**src/design/hbt_pkg.sv**
```systemverilog
package hbt_pkg;

    localparam int MAX_CH     = 16;
    localparam int CH_W       = 4;
    localparam int THR_W      = 16;
    localparam int TICK_W     = 32;
    localparam int CFG_W      = 64;
    localparam int CFG_IDX_W  = 8;
    localparam int NUM_THR_REGS = 4;
    localparam int THR_PER_REG  = CFG_W / THR_W;

    // counter wraps to zero on reaching this value
    localparam logic [TICK_W-1:0] TICK_WRAP = 32'd4294967200;

    typedef enum logic {
        OP_TICK      = 1'b0,
        OP_HEARTBEAT = 1'b1
    } t_op;

    typedef logic [CFG_W-1:0] t_thr_regs [NUM_THR_REGS];

    localparam t_thr_regs THR_RESET = '{
        64'h000A_000A_000A_0005,
        64'h000A_000A_000A_000A,
        64'h0000_0000_0000_000A,
        64'h0000_0000_0000_0000
    };

    typedef logic [THR_W-1:0] t_thr_vec [MAX_CH];

    typedef struct packed {
        t_op             op;
        logic [CH_W-1:0] ch;
    } t_item;

    typedef struct packed {
        logic            any_timeout;
        logic [CH_W-1:0] timeout_channel;
    } t_stat;

endpackage

```
**src/design/hbt_in_stage.sv**
```systemverilog
module hbt_in_stage (
    input  logic          i_clk,
    input  logic          i_rst_n,
    input  logic          i_valid,
    output logic          o_ready,
    input  hbt_pkg::t_item i_item,
    input  logic          i_advance,
    output logic          o_valid,
    output hbt_pkg::t_item o_item
);
    import hbt_pkg::*;

    logic  r_valid;
    t_item r_item;

    // slot frees up whenever the core consumes it this cycle
    assign o_ready = !r_valid || i_advance;
    assign o_valid = r_valid;
    assign o_item  = r_item;

    always_ff @(posedge i_clk) begin
        if (!i_rst_n) begin
            r_valid <= 1'b0;
        end else if (o_ready) begin
            r_valid <= i_valid;
        end
    end

    always_ff @(posedge i_clk) begin
        if (o_ready && i_valid) begin
            r_item <= i_item;
        end
    end

endmodule

```
**src/design/hbt_core.sv**
```systemverilog
module hbt_core #(
    parameter int NUM_CHANNELS = 9
) (
    input  logic              i_clk,
    input  logic              i_rst_n,
    input  logic              i_en,
    input  hbt_pkg::t_item    i_item,
    input  hbt_pkg::t_thr_vec i_thr,
    output hbt_pkg::t_stat    o_stat
);
    import hbt_pkg::*;

    logic [TICK_W-1:0] r_tick;
    logic [TICK_W-1:0] n_tick;
    logic [TICK_W-1:0] r_last [NUM_CHANNELS];
    logic [TICK_W-1:0] w_diff [NUM_CHANNELS];
    t_stat             r_stat;
    t_stat             n_stat;
    logic [TICK_W-1:0] w_tick_inc;

    assign w_tick_inc = r_tick + 32'd1;

    always_comb begin
        n_tick = r_tick;
        if (i_item.op == OP_TICK) begin
            n_tick = (w_tick_inc >= TICK_WRAP) ? '0 : w_tick_inc;
        end
    end

    for (genvar g = 0; g < NUM_CHANNELS; g++) begin : g_diff
        assign w_diff[g] = n_tick - r_last[g];
    end

    // highest timed-out channel wins
    always_comb begin
        n_stat = r_stat;
        if (i_item.op == OP_TICK) begin
            n_stat = '0;
            for (int c = 0; c < NUM_CHANNELS; c++) begin
                if (w_diff[c] >= {{(TICK_W-THR_W){1'b0}}, i_thr[c]}) begin
                    n_stat.any_timeout     = 1'b1;
                    n_stat.timeout_channel = CH_W'(c);
                end
            end
        end
    end

    assign o_stat = n_stat;

    always_ff @(posedge i_clk) begin
        if (!i_rst_n) begin
            r_tick <= '0;
            r_stat <= '0;
            for (int c = 0; c < NUM_CHANNELS; c++) begin
                r_last[c] <= '0;
            end
        end else if (i_en) begin
            r_tick <= n_tick;
            r_stat <= n_stat;
            for (int c = 0; c < NUM_CHANNELS; c++) begin
                if (i_item.op == OP_HEARTBEAT && i_item.ch == CH_W'(c)) begin
                    r_last[c] <= r_tick;
                end
            end
        end
    end

endmodule

```
**src/design/multi_channel_heartbeat_timeout.sv**
```systemverilog
// Heartbeat dropout monitor for up to 16 channels. Each input beat is either a
// tick (tuser = 0) or a heartbeat from the channel in tdata (tuser = 1). A tick
// advances a 32-bit counter (wrapping at 4294967200) and flags the highest
// channel whose ticks since its last heartbeat reach its 16-bit threshold; a
// zero threshold always flags. Every input beat returns one output beat with
// the latched status. One beat per cycle is sustained while the output is ready;
// an item passes an input register and one compare/priority-encode stage into
// the output register, which holds the output beat. Output backpressure stalls
// the input directly. Thresholds are set through the config port (index 0..3,
// four channels per 64-bit register, lowest channel in the low bits) and
// should only be written while idle.
module multi_channel_heartbeat_timeout #(
    parameter int NUM_CHANNELS = 9
) (
    input  logic        i_clk,
    input  logic        i_rst_n,
    input  logic        s_axis_tvalid,
    output logic        s_axis_tready,
    input  logic [7:0]  s_axis_tdata,   // [3:0] channel, [7:4] zero
    input  logic        s_axis_tuser,   // [0] operation
    output logic        m_axis_tvalid,
    input  logic        m_axis_tready,
    output logic [7:0]  m_axis_tdata,   // [3:0] timeout_channel, [7:4] zero
    output logic        m_axis_tuser,   // [0] any_timeout
    input  logic        i_cfg_valid,
    output logic        o_cfg_ready,
    input  logic [hbt_pkg::CFG_IDX_W-1:0] i_cfg_index,
    input  logic [hbt_pkg::CFG_W-1:0]     i_cfg_data
);
    import hbt_pkg::*;

    t_thr_regs r_thr;
    t_thr_vec  w_thr;
    t_item     w_in_item;
    t_item     w_core_item;
    logic      w_core_valid;
    logic      w_advance;
    t_stat     w_stat;
    logic      r_out_valid;
    t_stat     r_out;

    assign o_cfg_ready = 1'b1;

    always_ff @(posedge i_clk) begin
        if (!i_rst_n) begin
            r_thr <= THR_RESET;
        end else if (i_cfg_valid) begin
            for (int r = 0; r < NUM_THR_REGS; r++) begin
                if (i_cfg_index == CFG_IDX_W'(r)) begin
                    r_thr[r] <= i_cfg_data;
                end
            end
        end
    end

    for (genvar g = 0; g < MAX_CH; g++) begin : g_thr
        assign w_thr[g] = r_thr[g / THR_PER_REG][(g % THR_PER_REG)*THR_W +: THR_W];
    end

    assign w_in_item.op = t_op'(s_axis_tuser);
    assign w_in_item.ch = s_axis_tdata[CH_W-1:0];

    // pipeline moves when the output slot is empty or being drained
    assign w_advance = !r_out_valid || m_axis_tready;

    hbt_in_stage u_in_stage (
        .i_clk     (i_clk),
        .i_rst_n   (i_rst_n),
        .i_valid   (s_axis_tvalid),
        .o_ready   (s_axis_tready),
        .i_item    (w_in_item),
        .i_advance (w_advance),
        .o_valid   (w_core_valid),
        .o_item    (w_core_item)
    );

    hbt_core #(
        .NUM_CHANNELS (NUM_CHANNELS)
    ) u_core (
        .i_clk   (i_clk),
        .i_rst_n (i_rst_n),
        .i_en    (w_advance && w_core_valid),
        .i_item  (w_core_item),
        .i_thr   (w_thr),
        .o_stat  (w_stat)
    );

    always_ff @(posedge i_clk) begin
        if (!i_rst_n) begin
            r_out_valid <= 1'b0;
        end else if (w_advance) begin
            r_out_valid <= w_core_valid;
        end
    end

    always_ff @(posedge i_clk) begin
        if (w_advance && w_core_valid) begin
            r_out <= w_stat;
        end
    end

    assign m_axis_tvalid = r_out_valid;
    assign m_axis_tuser  = r_out.any_timeout;
    assign m_axis_tdata  = {{(8-CH_W){1'b0}}, r_out.timeout_channel};

endmodule

```
**config.mk**
```make
export PLATFORM = sky130hd
export DESIGN_NAME = multi_channel_heartbeat_timeout
export DESIGN_NICKNAME = d
export VERILOG_FILES = /design/src/design/hbt_pkg.sv /design/src/design/hbt_in_stage.sv /design/src/design/hbt_core.sv /design/src/design/multi_channel_heartbeat_timeout.sv
export SDC_FILE = /design/constraint.sdc
export NUM_CORES = 1
export LEC_CHECK = 0
export BUFFER_PORTS_ARGS = -buffer_cell sky130_fd_sc_hd__buf_2
export CAP_MARGIN = 10
export CORE_ASPECT_RATIO = 2
export CORE_MARGIN = 4
export CORE_UTILIZATION = 30
export CTS_BUF_LIST = sky130_fd_sc_hd__clkbuf_2
export CTS_CLUSTER_DIAMETER = 40
export CTS_CLUSTER_SIZE = 40
export DETAILED_ROUTE_END_ITERATION = 6
export SKIP_LAST_GASP = 1
export SLEW_MARGIN = 40
export SYNTH_ARGS = -nofsm -noshare
export SYNTH_HDL_FRONTEND = slang
export SYNTH_SLANG_ARGS = --single-unit
```
**constraint.sdc**
```tcl
create_clock -name i_clk -period 12.86 [get_ports i_clk]
set_input_delay 1.286 -clock i_clk [delete_from_list [all_inputs] [get_ports i_clk]]
set_output_delay 1.286 -clock i_clk [all_outputs]
set_load 0.1 [all_outputs]
```
==> metrics.txt <==
CTS tree done; final setup fails 0; Seq/Total Area, Yosys 33.76%; Worst-path clk slew 0.38 ns; post-route antenna net violation count 0; crit path launch type register; post-layout util 33.00%; Starting Density 30.27%; Max clock buf depth 3; CP arrival 10.93 ns; Layout area overhead 9.029%; status finished clean; crit path capture type register; pwr dens 74.90 mW/mm^2; Synth top area share 23.95%; Clock Latency Late Sink 1.27 ns; Post-route DRC 0; global route overflow 0; placed insts 6,077; unrepaired setup endpoints after global routing no; Slew @ Worst Pin 0.9139 ns; final worst slack 3.111 ns; ranking of synthesized cells by area edfxtp_1, ha_1, dfxtp_1, a21oi_1, nand2_1; post-DR wirelength/cell 19.51 microns; post-synthesis register bit count 481; Tmin final 9.749 ns; Slew Limit Fails 0; Synth Area per Inst 8.433 sq um; post-synth cell types 96; Core ar. 0.1234 sq mm; HP Class in2reg; global-route wire length before repair 181,300 microns; Finished Layout Cells 6,163; Fmax achieved 102.6 MHz; # rows 182; PostCTS Resize Cnt 0; Final Cell Area 0.04073 sq mm; Worst Path Max Fanout 11; critical path class reg2reg; Yosys warning count 0; GR Util All Layers 17.71%; Slowest cell on crit path or4_1; leakage 16.90 nW; initial antenna violation count 4; Post-synth EDFFs 298; most frequent cell after synthesis nand2_1; via count 32,416; num ports 98; Post-synth top cells nand2_1, inv_1, a21oi_1; setup TNS 0 ns; biggest area consumer among synthesized cells edfxtp_1; via/cell ratio 5.260; largest net degree at the start of global routing 90; PortBufs 88; drt initial violations 2,129; Fin. Hold Viols 0; post-CTS setup buffers 0; First-pass DRT Iterations 5; die width 257.5 microns; TritonCTS Sinks 481; CTS Hold Bufs 4; VDD IR-drop max 0.09186 mV; layout cells sized above 1 6.881%; dpl cell area 0.03999 sq mm; async set-or-reset flop fraction in the synthesized netlist 0%; fin nets 4,990; crit-path max cell delay 0.68 ns; die area 0.1306 sq mm; Slew HR 39.07%; H-tree levels 2; Die Height 507.1 microns; Primary FF master, synth edfxtp_1; pre-CTS setup slack 3.106 ns; CP required 14.04 ns; cell area after synthesis 0.03736 sq mm; DRT Wirelength 120,200 microns; cts bufs inserted 43; Clock Skew 0.1749 ns; Mapped Cells 4,430; GPL Wtd Cong 0.9156; FILL cells 13,277; dpl hpwl 95,670 microns; number of global-route vias before repair 31,459; root buffer cell clkbuf_2; final worst path period share 75.81%; max-cap violation count 0
## registers in the layout, indices dropped and copies added (netlist names)
name,count
m_axis_tuser,1
u_core.r_last,288
u_core.r_tick,32
u_in_stage.o_item,5
m_axis_tdata,4
m_axis_tvalid,1
r_thr,144
u_in_stage.o_valid,1
u_core.r_stat,5
## path summary, 6_finish.rpt
kind	start	end	slack (ns)	cells after the start
min	s_axis_tvalid	u_in_stage.o_valid	0.19	3
max reg2reg	u_core.r_tick[0]	u_core.r_stat[4]	3.11	29
min reg2reg	u_core.r_stat[2]	u_core.r_stat[2]	0.47	2
max	u_core.r_tick[0]	u_core.r_stat[4]	3.11	29
## routing by layer
metal	wire (microns)	share of wire, %	track usage (%)
met1	43500	36	18.17
met2	63270	53	34.26
met3	3893	3.2	1.049
met4	9555	7.9	11.73
met5	0	0	0
## critical path: cells and delay by family, from the launching register on
kind,cells,cell delay (ns)
adder cells (fa/ha/maj),2,0.85
buffers and inverters,2,0.74
XOR/XNOR,2,0.38
flip-flops,1,0.58
AND/OR/NAND/NOR,14,4.96
AO/OA/AOI/OAI,9,2.27
## through the flow
step | total power, W | hold WS (ns)
after global routing | 0.003192 | 0.1144
final | 0.003051 | 0.1938
after CTS | 0.003094 | 0.01994
after global placement | 0.002168 | 0.4400
after detailed placement | 0.002176 | 0.4447
after floorplan | 0.002044 | 0.4321
## report_power, final
part           switching (W)  internal [W]  leakage (nW)  total (W)
clock               0.000683      0.000215         0.403   0.000898
sequential         0.0000133       0.00167          4.62    0.00168
combinational       0.000297      0.000175          11.9   0.000471
## layout make-up
class | instances | area, sq um | area share (%)
Multi-Input combinational cell | 3291 | 22510 | 55.27
Sequential cell | 481 | 12610 | 30.96
Tap cell | 1656 | 2072 | 5.087
Inverter | 499 | 1878 | 4.611
Timing Repair Buffer | 154 | 967.2 | 2.374
Clock inverter | 35 | 461.7 | 1.133
Clock buffer | 45 | 225.2 | 0.5529
Antenna cell | 2 | 5.005 | 0.01229
## cells in the final DEF (no fill, tap or decap), types with 14 or more instances in the layout
| cell type | Yosys | layout |
|---|---|---|
| nand2_1 | 547 | 546 |
| inv_1 | 496 | 496 |
| a21oi_1 | 468 | 467 |
| ha_1 | 425 | 425 |
| edfxtp_1 | 298 | 298 |
| nor2_1 | 242 | 242 |
| o21ai_0 | 224 | 208 |
| dfxtp_1 | 183 | 183 |
| xnor2_1 | 138 | 138 |
| a21o_1 | 120 | 120 |
| buf_2 | 10 | 89 |
| nand3_1 | 74 | 74 |
| xor2_1 | 70 | 70 |
| nand4_1 | 69 | 69 |
| o211ai_1 | 66 | 66 |
| o21a_1 | 62 | 62 |
| nor3_1 | 62 | 59 |
| buf_4 | 6 | 57 |
| nand2b_1 | 53 | 53 |
| a211oi_1 | 49 | 49 |
| and2_1 | 50 | 48 |
| clkbuf_2 | 1 | 45 |
| nor2b_1 | 42 | 42 |
| a31oi_1 | 42 | 42 |
| mux2i_1 | 39 | 39 |
| and3_1 | 32 | 32 |
| o21bai_1 | 29 | 29 |
| nor4_1 | 26 | 23 |
| or3_1 | 23 | 22 |
| o2111ai_1 | 21 | 21 |
| and4_1 | 19 | 18 |
| a211o_1 | 17 | 17 |
| o31a_1 | 14 | 14 |
| o21ai_1 | 4 | 14 |
| o22ai_1 | 14 | 14 |
| a2111oi_0 | 17 | 14 |
## cell families (layout without fill, tap and decap cells)
| group | after synthesis | count (layout) | synth area share, % |
|---|---|---|---|
| AOI/OAI and AO/OA | 1292 | 1292 | 21.86 |
| xor gates and xnor gates | 209 | 209 | 4.940 |
| adders and majority gates | 434 | 434 | 14.72 |
| buffers and inverters | 661 | 733 | 6.758 |
| DFF | 481 | 481 | 33.76 |
| muxes | 43 | 43 | 1.165 |
| other | 2 | 7 | 0.02010 |
| and+or+nand+nor | 1308 | 1308 | 16.78 |
Note: power is estimated with default switching activity, not from simulation.
